[src/rtl/core/breath_alcohol_gate_decider_defines.svh]
// assertion macros for the decision stage of the breath alcohol gate decider rtl
`ifndef BREATH_ALCOHOL_GATE_DECIDER_DEFINES_SVH
`define BREATH_ALCOHOL_GATE_DECIDER_DEFINES_SVH

// same-cycle implication, sampled on clk, off while arst_n is low
`define BAGD_ASSERT_SAME(label, ante, cons) \
	label: assert property (@(posedge clk) disable iff (!arst_n) (ante) |-> (cons)) \
		else $error("bagd check failed");

// next-cycle implication, sampled on clk, off while arst_n is low
`define BAGD_ASSERT_NEXT(label, ante, cons) \
	label: assert property (@(posedge clk) disable iff (!arst_n) (ante) |=> (cons)) \
		else $error("bagd check failed");

`endif

[src/rtl/core/bagd_pkg.sv]
// shared types, widths and reset constants for the breath alcohol gate decider
package bagd_pkg;

	localparam int RD_W       = 16;
	localparam int CNT_W      = 8;
	localparam int FAN_W      = 16;
	localparam int CFG_IDX_W  = 3;
	localparam int CFG_DATA_W = 16;

	localparam logic [RD_W-1:0]  CRITICAL_LEVEL_RST = 16'd2250;
	localparam logic [RD_W-1:0]  BREATH_RISE_RST    = 16'd40;
	localparam logic [CNT_W-1:0] RISE_CONFIRM_RST   = 8'd5;
	localparam logic [CNT_W-1:0] OPEN_DELAY_RST     = 8'd5;
	localparam logic [CNT_W-1:0] QUIET_LIMIT_RST    = 8'd15;
	localparam logic [FAN_W-1:0] FAN_ON_TIME_RST    = 16'd1500;

	typedef enum logic [CFG_IDX_W-1:0] {
		REG_CRITICAL_LEVEL = 3'd0,
		REG_BREATH_RISE    = 3'd1,
		REG_RISE_CONFIRM   = 3'd2,
		REG_OPEN_DELAY     = 3'd3,
		REG_QUIET_LIMIT    = 3'd4,
		REG_FAN_ON_TIME    = 3'd5
	} cfg_reg_t;

	typedef struct packed {
		logic [RD_W-1:0]  critical_level;
		logic [RD_W-1:0]  breath_rise_level;
		logic [CNT_W-1:0] rise_confirm_count;
		logic [CNT_W-1:0] open_delay_count;
		logic [CNT_W-1:0] quiet_limit;
		logic [FAN_W-1:0] fan_on_time;
	} cfg_t;

	typedef struct packed {
		logic [RD_W-1:0] reading_a;
		logic [RD_W-1:0] reading_b;
		logic [RD_W-1:0] reading_c;
		logic [RD_W-1:0] baseline_a;
		logic [RD_W-1:0] baseline_b;
		logic [RD_W-1:0] baseline_c;
	} sample_t;

	typedef struct packed {
		logic alarm_event;
		logic door_open_event;
		logic baseline_clear;
		logic breath_allowed;
		logic baseline_update;
		logic fan_on;
	} decision_t;

endpackage

[src/rtl/core/bagd_if.sv]
// valid/ready channel interfaces for samples and decisions
interface bagd_sample_if import bagd_pkg::*; ();
	logic    valid;
	logic    ready;
	sample_t data;

	modport source(output valid, output data, input ready);
	modport sink(input valid, input data, output ready);
endinterface

interface bagd_decision_if import bagd_pkg::*; ();
	logic      valid;
	logic      ready;
	decision_t data;

	modport source(output valid, output data, input ready);
	modport sink(input valid, input data, output ready);
endinterface

[src/rtl/core/breath_alcohol_gate_decider.sv]
// breath alcohol gate decider top level: config registers, input stage, decision stage
// a sample is registered in the input stage, then its decision in the result register of the decision stage
// throughput: one sample per cycle while the receiver takes decisions, set by the state update in the decision stage
// while a finished decision waits, the input stage can still hold one more sample and then stalls
// reset: all flags and counters clear, ready lamp on, fan off, registers take their defaults
// reset is asynchronous and active low; no clearing pass is needed afterwards
module breath_alcohol_gate_decider import bagd_pkg::*; (
	input  logic                  clk,
	input  logic                  arst_n,
	bagd_sample_if.sink           sample,
	bagd_decision_if.source       decision,
	input  logic                  cfg_we,
	input  logic [CFG_IDX_W-1:0]  cfg_idx,
	input  logic [CFG_DATA_W-1:0] cfg_wdata
);

	cfg_t       cfg;
	logic       valid_s1;
	logic       take;
	sample_t    sample_s1;

	bagd_cfg u_cfg (
		.clk       (clk),
		.arst_n    (arst_n),
		.cfg_we    (cfg_we),
		.cfg_idx   (cfg_idx),
		.cfg_wdata (cfg_wdata),
		.cfg       (cfg)
	);

	bagd_in_stage u_in_stage (
		.clk       (clk),
		.arst_n    (arst_n),
		.in_valid  (sample.valid),
		.in_data   (sample.data),
		.in_ready  (sample.ready),
		.valid_s1  (valid_s1),
		.take      (take),
		.sample_s1 (sample_s1)
	);

	bagd_decide u_decide (
		.clk       (clk),
		.arst_n    (arst_n),
		.cfg       (cfg),
		.valid_s1  (valid_s1),
		.take      (take),
		.sample_s1 (sample_s1),
		.out_ready (decision.ready),
		.out_valid (decision.valid),
		.result_s2 (decision.data)
	);

endmodule

[src/rtl/core/bagd_cfg.sv]
// configuration register file with write-only port
module bagd_cfg import bagd_pkg::*; (
	input  logic                  clk,
	input  logic                  arst_n,
	input  logic                  cfg_we,
	input  logic [CFG_IDX_W-1:0]  cfg_idx,
	input  logic [CFG_DATA_W-1:0] cfg_wdata,
	output cfg_t                  cfg
);

	cfg_t cfg_q;

	always_ff @(posedge clk or negedge arst_n) begin
		if (!arst_n) begin
			cfg_q.critical_level     <= CRITICAL_LEVEL_RST;
			cfg_q.breath_rise_level  <= BREATH_RISE_RST;
			cfg_q.rise_confirm_count <= RISE_CONFIRM_RST;
			cfg_q.open_delay_count   <= OPEN_DELAY_RST;
			cfg_q.quiet_limit        <= QUIET_LIMIT_RST;
			cfg_q.fan_on_time        <= FAN_ON_TIME_RST;
		end else if (cfg_we) begin
			unique case (cfg_reg_t'(cfg_idx))
				REG_CRITICAL_LEVEL: cfg_q.critical_level     <= cfg_wdata[RD_W-1:0];
				REG_BREATH_RISE:    cfg_q.breath_rise_level  <= cfg_wdata[RD_W-1:0];
				REG_RISE_CONFIRM:   cfg_q.rise_confirm_count <= cfg_wdata[CNT_W-1:0];
				REG_OPEN_DELAY:     cfg_q.open_delay_count   <= cfg_wdata[CNT_W-1:0];
				REG_QUIET_LIMIT:    cfg_q.quiet_limit        <= cfg_wdata[CNT_W-1:0];
				REG_FAN_ON_TIME:    cfg_q.fan_on_time        <= cfg_wdata[FAN_W-1:0];
				default: ;
			endcase
		end
	end

	assign cfg = cfg_q;

endmodule

[src/rtl/core/bagd_in_stage.sv]
// input register stage for incoming samples
module bagd_in_stage import bagd_pkg::*; (
	input  logic    clk,
	input  logic    arst_n,
	input  logic    in_valid,
	input  sample_t in_data,
	output logic    in_ready,
	output logic    valid_s1,
	input  logic    take,
	output sample_t sample_s1
);

	// a slot opens when it is empty or its sample moves on this cycle
	assign in_ready = !valid_s1 || take;

	always_ff @(posedge clk or negedge arst_n) begin
		if (!arst_n) begin
			valid_s1 <= 1'b0;
		end else if (in_ready) begin
			valid_s1 <= in_valid;
		end
	end

	always_ff @(posedge clk) begin
		if (in_valid && in_ready) begin
			sample_s1 <= in_data;
		end
	end

endmodule

[src/rtl/core/bagd_decide.sv]
// decision state, next-state logic and result register
`include "breath_alcohol_gate_decider_defines.svh"

module bagd_decide import bagd_pkg::*; (
	input  logic       clk,
	input  logic       arst_n,
	input  cfg_t       cfg,
	input  logic       valid_s1,
	output logic       take,
	input  sample_t    sample_s1,
	input  logic       out_ready,
	output logic       out_valid,
	output decision_t  result_s2
);

	logic             valid_s2;

	logic             critical_latched_q, breath_seen_q, door_pending_q, allow_flag_q;
	logic             fan_running_q;
	logic [CNT_W-1:0] rise_count_q, pending_count_q, quiet_count_q;
	logic [FAN_W-1:0] fan_timer_q;

	logic             critical_latched_n, breath_seen_n, door_pending_n, allow_flag_n;
	logic             fan_running_n;
	logic [CNT_W-1:0] rise_count_n, pending_count_n, quiet_count_n;
	logic [FAN_W-1:0] fan_timer_n;

	logic             crit, ua, ub, uc, breath;
	logic             alarm, door, fan_start, fan_mid;
	logic [FAN_W-1:0] timer_mid;
	logic [CNT_W-1:0] rise_inc, pend_inc, quiet_inc;

	assign take = valid_s1 && (!valid_s2 || out_ready);

	// rise counts only when the reading is strictly above its baseline by more than the level
	assign ua = (sample_s1.reading_a > sample_s1.baseline_a) &&
		((sample_s1.reading_a - sample_s1.baseline_a) > cfg.breath_rise_level);
	assign ub = (sample_s1.reading_b > sample_s1.baseline_b) &&
		((sample_s1.reading_b - sample_s1.baseline_b) > cfg.breath_rise_level);
	assign uc = (sample_s1.reading_c > sample_s1.baseline_c) &&
		((sample_s1.reading_c - sample_s1.baseline_c) > cfg.breath_rise_level);
	assign breath = (ua && ub) || (ub && uc) || (ua && uc);
	assign crit = (sample_s1.reading_a > cfg.critical_level) ||
		(sample_s1.reading_b > cfg.critical_level) ||
		(sample_s1.reading_c > cfg.critical_level);

	assign rise_inc  = rise_count_q + CNT_W'(1);
	assign pend_inc  = pending_count_q + CNT_W'(1);
	assign quiet_inc = quiet_count_q + CNT_W'(1);

	always_comb begin
		critical_latched_n = critical_latched_q;
		breath_seen_n      = breath_seen_q;
		door_pending_n     = door_pending_q;
		allow_flag_n       = allow_flag_q;
		rise_count_n       = rise_count_q;
		pending_count_n    = pending_count_q;
		quiet_count_n      = quiet_count_q;
		alarm              = 1'b0;
		door               = 1'b0;
		fan_start          = 1'b0;
		if (crit) begin
			fan_start      = 1'b1;
			quiet_count_n  = '0;
			door_pending_n = 1'b0;
			allow_flag_n   = 1'b0;
			if (!critical_latched_q) begin
				critical_latched_n = 1'b1;
				alarm              = 1'b1;
			end
		end else if (door_pending_q) begin
			pending_count_n = pend_inc;
			allow_flag_n    = 1'b0;
			if (pend_inc >= cfg.open_delay_count) begin
				fan_start       = 1'b1;
				door_pending_n  = 1'b0;
				pending_count_n = '0;
				door            = 1'b1;
			end
		end else if (breath) begin
			quiet_count_n = '0;
			if (!critical_latched_q) begin
				rise_count_n = rise_inc;
				if (rise_inc >= cfg.rise_confirm_count) begin
					allow_flag_n   = 1'b0;
					rise_count_n   = '0;
					door_pending_n = 1'b1;
				end
				breath_seen_n = 1'b1;
			end
		end else begin
			quiet_count_n = quiet_inc;
			if (quiet_inc >= cfg.quiet_limit) begin
				critical_latched_n = 1'b0;
				breath_seen_n      = 1'b0;
				quiet_count_n      = '0;
				rise_count_n       = '0;
				door_pending_n     = 1'b0;
				allow_flag_n       = 1'b1;
			end
		end
	end

	// a start step already counts as the first fan step
	assign fan_mid   = fan_start || fan_running_q;
	assign timer_mid = fan_start ? cfg.fan_on_time : fan_timer_q;

	always_comb begin
		fan_running_n = fan_running_q;
		fan_timer_n   = fan_timer_q;
		if (fan_mid) begin
			if (timer_mid <= FAN_W'(1)) begin
				fan_running_n = 1'b0;
				fan_timer_n   = '0;
			end else begin
				fan_running_n = 1'b1;
				fan_timer_n   = timer_mid - FAN_W'(1);
			end
		end
	end

	always_ff @(posedge clk or negedge arst_n) begin
		if (!arst_n) begin
			critical_latched_q <= 1'b0;
			breath_seen_q      <= 1'b0;
			door_pending_q     <= 1'b0;
			allow_flag_q       <= 1'b1;
			rise_count_q       <= '0;
			pending_count_q    <= '0;
			quiet_count_q      <= '0;
			fan_running_q      <= 1'b0;
			fan_timer_q        <= '0;
		end else if (take) begin
			critical_latched_q <= critical_latched_n;
			breath_seen_q      <= breath_seen_n;
			door_pending_q     <= door_pending_n;
			allow_flag_q       <= allow_flag_n;
			rise_count_q       <= rise_count_n;
			pending_count_q    <= pending_count_n;
			quiet_count_q      <= quiet_count_n;
			fan_running_q      <= fan_running_n;
			fan_timer_q        <= fan_timer_n;
		end
	end

	always_ff @(posedge clk or negedge arst_n) begin
		if (!arst_n) begin
			valid_s2 <= 1'b0;
		end else if (!valid_s2 || out_ready) begin
			valid_s2 <= valid_s1;
		end
	end

	always_ff @(posedge clk) begin
		if (take) begin
			result_s2.alarm_event     <= alarm;
			result_s2.door_open_event <= door;
			result_s2.baseline_clear  <= door;
			result_s2.breath_allowed  <= allow_flag_n;
			result_s2.baseline_update <= !(breath_seen_n || critical_latched_n);
			result_s2.fan_on          <= fan_running_n;
		end
	end

	assign out_valid = valid_s2;

	// state only moves with the result register, so a held result matches the state
	`BAGD_ASSERT_SAME(a_alarm_latched, valid_s2 && result_s2.alarm_event, critical_latched_q)
	`BAGD_ASSERT_SAME(a_update_matches, valid_s2,
		result_s2.baseline_update == !(breath_seen_q || critical_latched_q))
	`BAGD_ASSERT_SAME(a_fan_timer_idle, !fan_running_q, fan_timer_q == '0)
	`BAGD_ASSERT_NEXT(a_crit_blocks, take && crit, critical_latched_q && !allow_flag_q)

endmodule

[src/flat_wrapper.sv]
// flat-port wrapper written by rule: the top's interface ports become plain ports
module breath_alcohol_gate_decider_flat import bagd_pkg::*;
  (clk, arst_n, cfg_we, cfg_idx, cfg_wdata, sample_valid, sample_data, sample_ready, decision_valid, decision_data, decision_ready);
  bagd_sample_if sample_i ();
  bagd_decision_if decision_i ();
  input  logic clk;
  input  logic arst_n;
  input  logic cfg_we;
  input  logic [CFG_IDX_W-1:0] cfg_idx;
  input  logic [CFG_DATA_W-1:0] cfg_wdata;
  input wire logic [$bits(sample_i.valid)-1:0] sample_valid;
  input wire logic [$bits(sample_i.data)-1:0] sample_data;
  output wire logic [$bits(sample_i.ready)-1:0] sample_ready;
  output wire logic [$bits(decision_i.valid)-1:0] decision_valid;
  output wire logic [$bits(decision_i.data)-1:0] decision_data;
  input wire logic [$bits(decision_i.ready)-1:0] decision_ready;
  assign sample_i.valid = sample_valid;
  assign sample_i.data = sample_data;
  assign sample_ready = sample_i.ready;
  assign decision_valid = decision_i.valid;
  assign decision_data = decision_i.data;
  assign decision_i.ready = decision_ready;
  breath_alcohol_gate_decider u_core (.clk(clk), .arst_n(arst_n), .sample(sample_i), .decision(decision_i), .cfg_we(cfg_we), .cfg_idx(cfg_idx), .cfg_wdata(cfg_wdata));
endmodule
[config.mk]
export PLATFORM = sky130hd
export DESIGN_NAME = breath_alcohol_gate_decider_flat
export DESIGN_NICKNAME = d
export VERILOG_FILES = /design/src/rtl/core/bagd_pkg.sv /design/src/rtl/core/bagd_if.sv /design/src/rtl/core/breath_alcohol_gate_decider.sv /design/src/rtl/core/bagd_cfg.sv /design/src/rtl/core/bagd_in_stage.sv /design/src/rtl/core/bagd_decide.sv /design/src/flat_wrapper.sv
export VERILOG_INCLUDE_DIRS = /design/src /design/src/rtl/core
export SDC_FILE = /design/constraint.sdc
export NUM_CORES = 1
export LEC_CHECK = 0
export ABC_CLOCK_PERIOD_IN_PS = 4700
export BUFFER_PORTS_ARGS = -buffer_cell sky130_fd_sc_hd__buf_2
export CAP_MARGIN = 15
export CORE_ASPECT_RATIO = 0.8
export CORE_UTILIZATION = 50
export DETAILED_ROUTE_END_ITERATION = 10
export PLACE_DENSITY = 0.79
export SLEW_MARGIN = 20
export SYNTH_ARGS = -nofsm -noshare
export SYNTH_HDL_FRONTEND = slang
export SYNTH_SLANG_ARGS = --single-unit
[constraint.sdc]
create_clock -name clk -period 4.7 [get_ports clk]
set_input_delay 0.235 -clock clk [delete_from_list [all_inputs] [get_ports clk]]
set_output_delay 0.235 -clock clk [all_outputs]
set_load 0.01 [all_outputs]
Yosys cells after proc, flatten, opt, wreduce, memory -nomap -nowiden. Cells that the tools add are included.

Memory bits (writable): 0. Memories kept: 0. Register bits: 220. Word-level logic and storage cells: 126. Latch bits: 0. Input bits: 120. ROM bits: 0. Output and inout bits: 8.

$add $sub $neg: 7. Bitwise gates (word level): 2. Divide/modulo/power cells: 0. Shifts and indexed selects: 0. Order comparisons: 13. Equality and inequality tests: 7. $mul: 0. Mux-type cells: 38. Reduce and logical (&&, ||, !) cells: 31.

Operator list (number): > comparator 16 bit (9); two-way mux 8 bit (9); subtractor 16 bit (3); two-way mux 16 bit (2); two-way mux 1 bit (27); adder 8 x 1 -> 8 bit, second input constant (3); greater-or-equal comparator 8 bit (3); less-or-equal comparator 16 x 1 -> 1 bit, second input constant (1); AND reduction 2 bit (8); subtractor 16 x 1 -> 16 bit, second input constant (1); logical AND 1 bit (8); logical OR 1 bit (8); == test 3 x 2 -> 1 bit, second input constant (2); == test 3 bit, second input constant (2); AND reduction 5 bit (1); == test 3 x 1 -> 1 bit, second input constant (1); zero test 1 bit (3); zero test 3 bit (1); AND reduction 3 bit (1); inequality test 2 x 1 -> 1 bit, second input constant (1); inequality test 2 bit, second input constant (1); inverter 1 bit (2); nonzero test 2 bit (1).

Longest topological paths before layout.
Depth in word-level cells: 11. Mapped depth: 24. Depth with buffers taken out: 23.

Hierarchy. A second synthesis with hierarchy kept.

Cells, all modules: 1333. Area, all modules: 14279.9 µm².

Modules (own cells, without submodules): bagd_decide (instances 1, seq. area each 1302.5 µm², area each 8553.2 µm², cells each 1076); bagd_in_stage (instances 1, seq. area each 2907.8 µm², area each 2936.6 µm², cells each 100); bagd_cfg (instances 1, seq. area each 1829.3 µm², area each 2790.2 µm², cells each 157).

Worst setup path before layout. No wires, ideal clock.

Kind: reg2reg. Start point: reg, netlist name u_core.u_in_stage.sample_s1[1]. End point: reg u_core.u_decide.rise_count_q[0]. Path slack: -154 ps. Clock period less this slack: 4854 ps. Setup time: 66 ps. Required time: 4634 ps. Data arrival time: 4788 ps. Stages on the path, launching flop included: 23. Buffers on the path: 1. Cell sequence: edfxtp_1 -> inv_1 -> ha_1 -> nor2b_1 -> o21ai_0 -> a21boi_0 -> o21ai_0 -> nand2b_1 -> a21oi_1 -> o21ai_0 -> a31oi_1 -> mux2i_1 -> or4_1 -> ha_1 -> nand2_1 -> nor3_1 -> o311a_1 -> a211oi_1 -> a311o_1 -> maj3_1 -> buf_2 -> o21ai_1 -> mux2_2.

Cells in the longest elaborated chain, start to end: 8. Elaborated cells on any way between the ends: 12. Those cells by class: 1 x add/sub; 2 x order compare; 1 x eq/ne; 1 x mux; 7 x reduce/logical.

RTL lines: subtractor 16 bit (RTL line bagd_decide.sv:41) `((sample_s1.reading_c - sample_s1.baseline_c) > cfg.breath_rise_level);`; > comparator 16 bit (RTL line bagd_decide.sv:41); logical AND 1 bit (*) (RTL line bagd_decide.sv:40) `assign uc = (sample_s1.reading_c > sample_s1.baseline_c) &&`; logical AND 1 bit (RTL line bagd_decide.sv:42) `assign breath = (ua && ub) || (ub && uc) || (ua && uc);`; logical OR 1 bit (RTL line bagd_decide.sv:42); logical OR 1 bit (*) (RTL line bagd_decide.sv:42); inequality test 2 bit (no source line) or nonzero test 2 bit (tied branches); AND reduction 5 bit (no source line); end signal, assigned (RTL line bagd_decide.sv:138) `rise_count_q <= rise_count_n;`; end, declared (RTL line bagd_decide.sv:20) `logic [CNT_W-1:0] rise_count_q, pending_count_q, quiet_count_q;`.

Every way passes the cells marked *; elsewhere a longest branch is shown, timed or not. A chain may end at the register's enable or synchronous reset.

Worst setup path after layout.
Start point: reg, netlist name u_core.u_in_stage.sample_s1[49]. End point: reg u_core.u_decide.result_s2[2] (netlist name), data pin.

Cells in the longest elaborated chain, start to end: 9. Elaborated cells on any way between the ends: 13. Those cells by class: 1 x add/sub; 3 x order compare; 3 x mux; 6 x reduce/logical.

RTL lines: subtractor 16 bit (RTL line bagd_decide.sv:41); > comparator 16 bit (RTL line bagd_decide.sv:41); logical AND 1 bit (RTL line bagd_decide.sv:40); logical AND 1 bit (RTL line bagd_decide.sv:42); logical OR 1 bit (2 in series) (RTL line bagd_decide.sv:42); two-way mux 1 bit (RTL line bagd_decide.sv:80) `end else if (breath) begin`; two-way mux 1 bit (RTL line bagd_decide.sv:71) `end else if (door_pending_q) begin`; two-way mux 1 bit (*) (RTL line bagd_decide.sv:62) `if (crit) begin`; named net u_core.u_decide.allow_flag_n (RTL line bagd_decide.sv:23) `logic critical_latched_n, breath_seen_n, door_pending_n, allow_flag_n;`; end, declared (RTL line bagd_decide.sv:13) `output decision_t result_s2`.

Mark *: on every way through the listed nets, which the timed path passes. The rest lies on a longest branch.

==> impl_metrics.env <==
export IMPL_path_class="reg -> reg"
export IMPL_worstPathCellList="ha_1 > nor2b_4 > o21ai_2 > a21boi_2 > o21ai_2 > nand2b_1 > a21oi_2 > o21ai_2 > a31oi_2 > mux2i_1 > or4_4 > ha_4 > nand2_4 > nor3_4 > o311a_1 > a211oi_2 > a311o_1 > maj3_2 > or3_4 > nand2_1 > a21boi_0"
export IMPL_num_io_pins=128
export IMPL_die_area_mm2=0.0281
export IMPL_synthFlopType="edfxtp_1"
export IMPL_grt_pass1_vias=11670
export IMPL_syn_to_final_growth_pct=28.8
export IMPL_grt_ovfl_total=0
export IMPL_antenna_found_initial=0
export IMPL_synthAdderAreaFrac_pct=16.3
export IMPL_path_buf_inv=0
export IMPL_synth_distinct_cells=75
export IMPL_dp_cells=1881
export IMPL_dpl_hpwl_um=25800
export IMPL_vias=11979
export IMPL_die_x_um=187
export IMPL_wl_per_cell_um=19.0
export IMPL_pre_cts_ws_ns=-0.401
export IMPL_synthXorXnorAreaFrac_pct=3.51
export IMPL_clk_path_buf_depth=3
export IMPL_grt_max_degree=74
export IMPL_ir_drop_mv=0.286
export IMPL_synth_edff_count=101
export IMPL_postSynthAreaPerCell_um2=10.1
export IMPL_drt_total_wl_um=39500
export IMPL_postRouteAntennaNets=0
export IMPL_fp_row_count=53
export IMPL_layout_min_cycle_time_ns=4.90
export IMPL_outcome="finished, violations left"
export IMPL_powerDensity_mw_per_mm2=377
export IMPL_cts_root_buf="clkbuf_16"
export IMPL_finalSetupViolations=15
export IMPL_gp_congestion=0.920
export IMPL_h_tree_depth=1
export IMPL_synthMuxAreaShare_pct=3.07
export IMPL_required_ns=4.96
export IMPL_antenna_cells=0
export IMPL_die_h_um=150
export IMPL_finClkSkew_ns=0.0226
export IMPL_drt_vias_per_instance=5.77
export IMPL_ys_seq_elements=220
export IMPL_grt_pass1_wl_um=60900
export IMPL_leakage_nw=8.17
export IMPL_rsz0062_at_grt="true"
export IMPL_crit_fanout=4
export IMPL_numPortBuffers=127
export IMPL_drtPass1Iterations=5
export IMPL_synth_compound_area_share_pct=14.9
export IMPL_min_path_type="in -> reg"
export IMPL_end_kind="flip-flop"
export IMPL_ys_seq_area_share_pct=44.0
export IMPL_drt_initial_drc_count=1244
export IMPL_drive_gt1_share_pct=23.0
export IMPL_numClockSinks=220
export IMPL_slowest_stage="or4_4"
export IMPL_grt_usage_pct=27.6
export IMPL_numCtsBuffers=24
export IMPL_clock_latency_ns=0.53
export IMPL_finalWorstSetupSlack_ns=-0.204
export IMPL_drv_slew=0
export IMPL_finalHoldViolations=0
export IMPL_tightest_slew_ns=0.965
export IMPL_syn_area_mm2=0.0137
export IMPL_post_route_period_util_pct=104
export IMPL_start_util_pct=51.6
export IMPL_synthArstFlopShare_pct=54.1
export IMPL_drc=0
export IMPL_synth_fp_nets=1649
export IMPL_maxCapViolCount=0
export IMPL_nFillCells=1963
export IMPL_synthCells=1353
export IMPL_crit_top_cell="o21ai_2"
export IMPL_crit_path_start_kind="flip-flop"
export IMPL_synth_simple_area_share_pct=13.7
export IMPL_core_mm2=0.0266
export IMPL_crit_path_max_incr_delay_ns=0.50
export IMPL_nets=1996
export IMPL_violations="setup timing"
export IMPL_clk_pin_slew_ns=0.07
export IMPL_yosysWarnings=0
export IMPL_max_freq_mhz=204
export IMPL_cts_tree="built"
export IMPL_synth_top_family_by_area="adder cells"
export IMPL_max_slew_margin_pct=35.6
export IMPL_finalNonFillerCells=2075
export IMPL_crit_arrival_ns=5.17
export IMPL_cp_top_family="compound AO/OA/AOI/OAI gates"
report_power, final:
part,leakage [nW],total [mW],internal [mW],switching [mW]
clock network,0.406,1.94,1.15,0.786
logic,5.35,2.20,0.972,1.23
registers,2.41,2.52,2.32,0.195
total,8.17,6.66,4.45,2.21
per-stage QoR:
| stage | util (%) | instance area [µm²] | total power [mW] | hold WS (ns) | TNS (ns) |
|---|---|---|---|---|---|
| global placement | 57.3 | 15200 | 4.32 | 0.411 | -1.51 |
| detailed placement | 57.3 | 15200 | 4.42 | 0.413 | -4.65 |
| global route | 66.4 | 17700 | 6.98 | 0.0193 | -5.75 |
| finish | 66.4 | 17700 | 6.66 | 0.0208 | -1.84 |
| CTS | 65.8 | 17500 | 6.53 | 0.000545 | 0 |
| floorplan | - | 13700 | 3.77 | -0.0606 | 0 |
sequential cells by signal (all words and copies together), names as in the netlist:
register,cells
u_core.u_in_stage.sample_s1,96
u_core.u_cfg.cfg,72
u_core.u_decide.fan_timer_q,16
u_core.u_decide.pending_count_q,8
u_core.u_decide.quiet_count_q,8
u_core.u_decide.rise_count_q,8
u_core.u_decide.result_s2,5
u_core.u_decide.allow_flag_q,1
u_core.u_decide.breath_seen_q,1
u_core.u_decide.critical_latched_q,1
u_core.u_decide.door_pending_q,1
u_core.u_decide.fan_running_q,1
u_core.u_decide.out_valid,1
u_core.u_in_stage.valid_s1,1
synthesized netlist by cell type, drive strengths merged (12+ instances only):
library cell  number  area, µm²
dfstp             23        604
xor2              20        175
a21o              29        218
nor3              29        145
nor2              64        240
ha               173       2160
nand2b            19        119
edfxtp           101       3030
nand3             37        185
mux2              32        368
and3              12       75.1
clkbuf            18       67.6
dfrtp             96       2400
xnor2             35        307
o21ai            107        536
a21oi             81        405
nand2            134        503
nor4              13       81.3
nor2b             19        119
inv              134        503
nand4             28        175
final cells by class:
cell class                 instances  area [µm²]  share of cell area [%]
multi-input combinational        973        7310                    41.4
tap                              357         447                    2.53
sequential                       220        6040                    34.2
timing repair buffer             346        2540                    14.4
clock buffer                      32         693                    3.92
inverter                         135         507                    2.87
clock inverter                    12         125                   0.708
cells in the final DEF, fill, tap and decap left out, types with 16 or more instances in the layout:
cell,netlist,routed
nor3_1,29,28
o21ai_0,103,95
buf_4,1,117
nand3_1,37,36
nor2b_1,19,16
nand2_1,134,133
ha_1,173,168
a21o_1,29,29
mux2_2,30,29
xnor2_1,35,34
a21oi_1,81,75
xor2_1,20,20
clkbuf_16,0,26
nor2_1,64,63
dlygate4sd3_1,0,100
edfxtp_1,101,101
buf_2,4,126
dfrtp_1,96,96
nand2b_1,19,18
nand4_1,28,28
inv_1,134,132
dfstp_2,23,23
worst paths after layout:
check                      slack, ns                       startpoint                         endpoint  cells after the start
setup reg to reg               -0.20  u_core.u_in_stage.sample_s1[49]     u_core.u_decide.result_s2[2]                     21
setup / recovery               -0.20  u_core.u_in_stage.sample_s1[49]     u_core.u_decide.result_s2[2]                     21
hold / removal                  0.02                    cfg_wdata[12]             u_core.u_cfg.cfg[68]                      3
max in group asynchronous       3.14                           arst_n             u_core.u_cfg.cfg[10]                      3
hold reg to reg                 0.48  u_core.u_decide.fan_timer_q[11]  u_core.u_decide.fan_timer_q[11]                      2
min in group asynchronous       0.39                           arst_n  u_core.u_decide.fan_timer_q[12]                      2
repair_timing:
item                                    CTS  global route
hold endpoints to repair                158             0
endpoints found under the setup margin   21            36
hold buffers                            100             0
pin swaps                                28            23
gates resized for setup                  28            33
buffers inserted                         46             8
worst reg2reg max path: stages (launching register included):
cell      delay (ns)
edfxtp_1        0.41
ha_1            0.33
nor2b_4         0.14
o21ai_2         0.14
a21boi_2        0.10
o21ai_2         0.16
nand2b_1        0.14
a21oi_2         0.25
o21ai_2         0.10
a31oi_2         0.22
mux2i_1         0.10
or4_4           0.50
ha_4            0.30
nand2_4         0.06
nor3_4          0.17
o311a_1         0.21
a211oi_2        0.04
a311o_1         0.35
maj3_2          0.36
or3_4           0.42
nand2_1         0.07
a21boi_0        0.07
logic make-up after synthesis:
group,Yosys count
AND/OR/NAND/NOR,386
AO/OA/AOI/OAI,318
flip-flops,220
adder cells (fa/ha/maj),177
buffers and inverters,160
XOR/XNOR,55
multiplexers,37
layer usage:
layer  share of wire [%]  routed length (µm)  GRT usage, %  up-vias
li1                    -                   -             -     5598
met1                  42               16600          36.4     5698
met2                  46               18100          45.6      567
met3                 8.1                3210          4.50      116
met4                 4.1                1630          11.6        0
met5                   0                   0             0        -
Note: power is estimated with default switching activity, not from simulation.
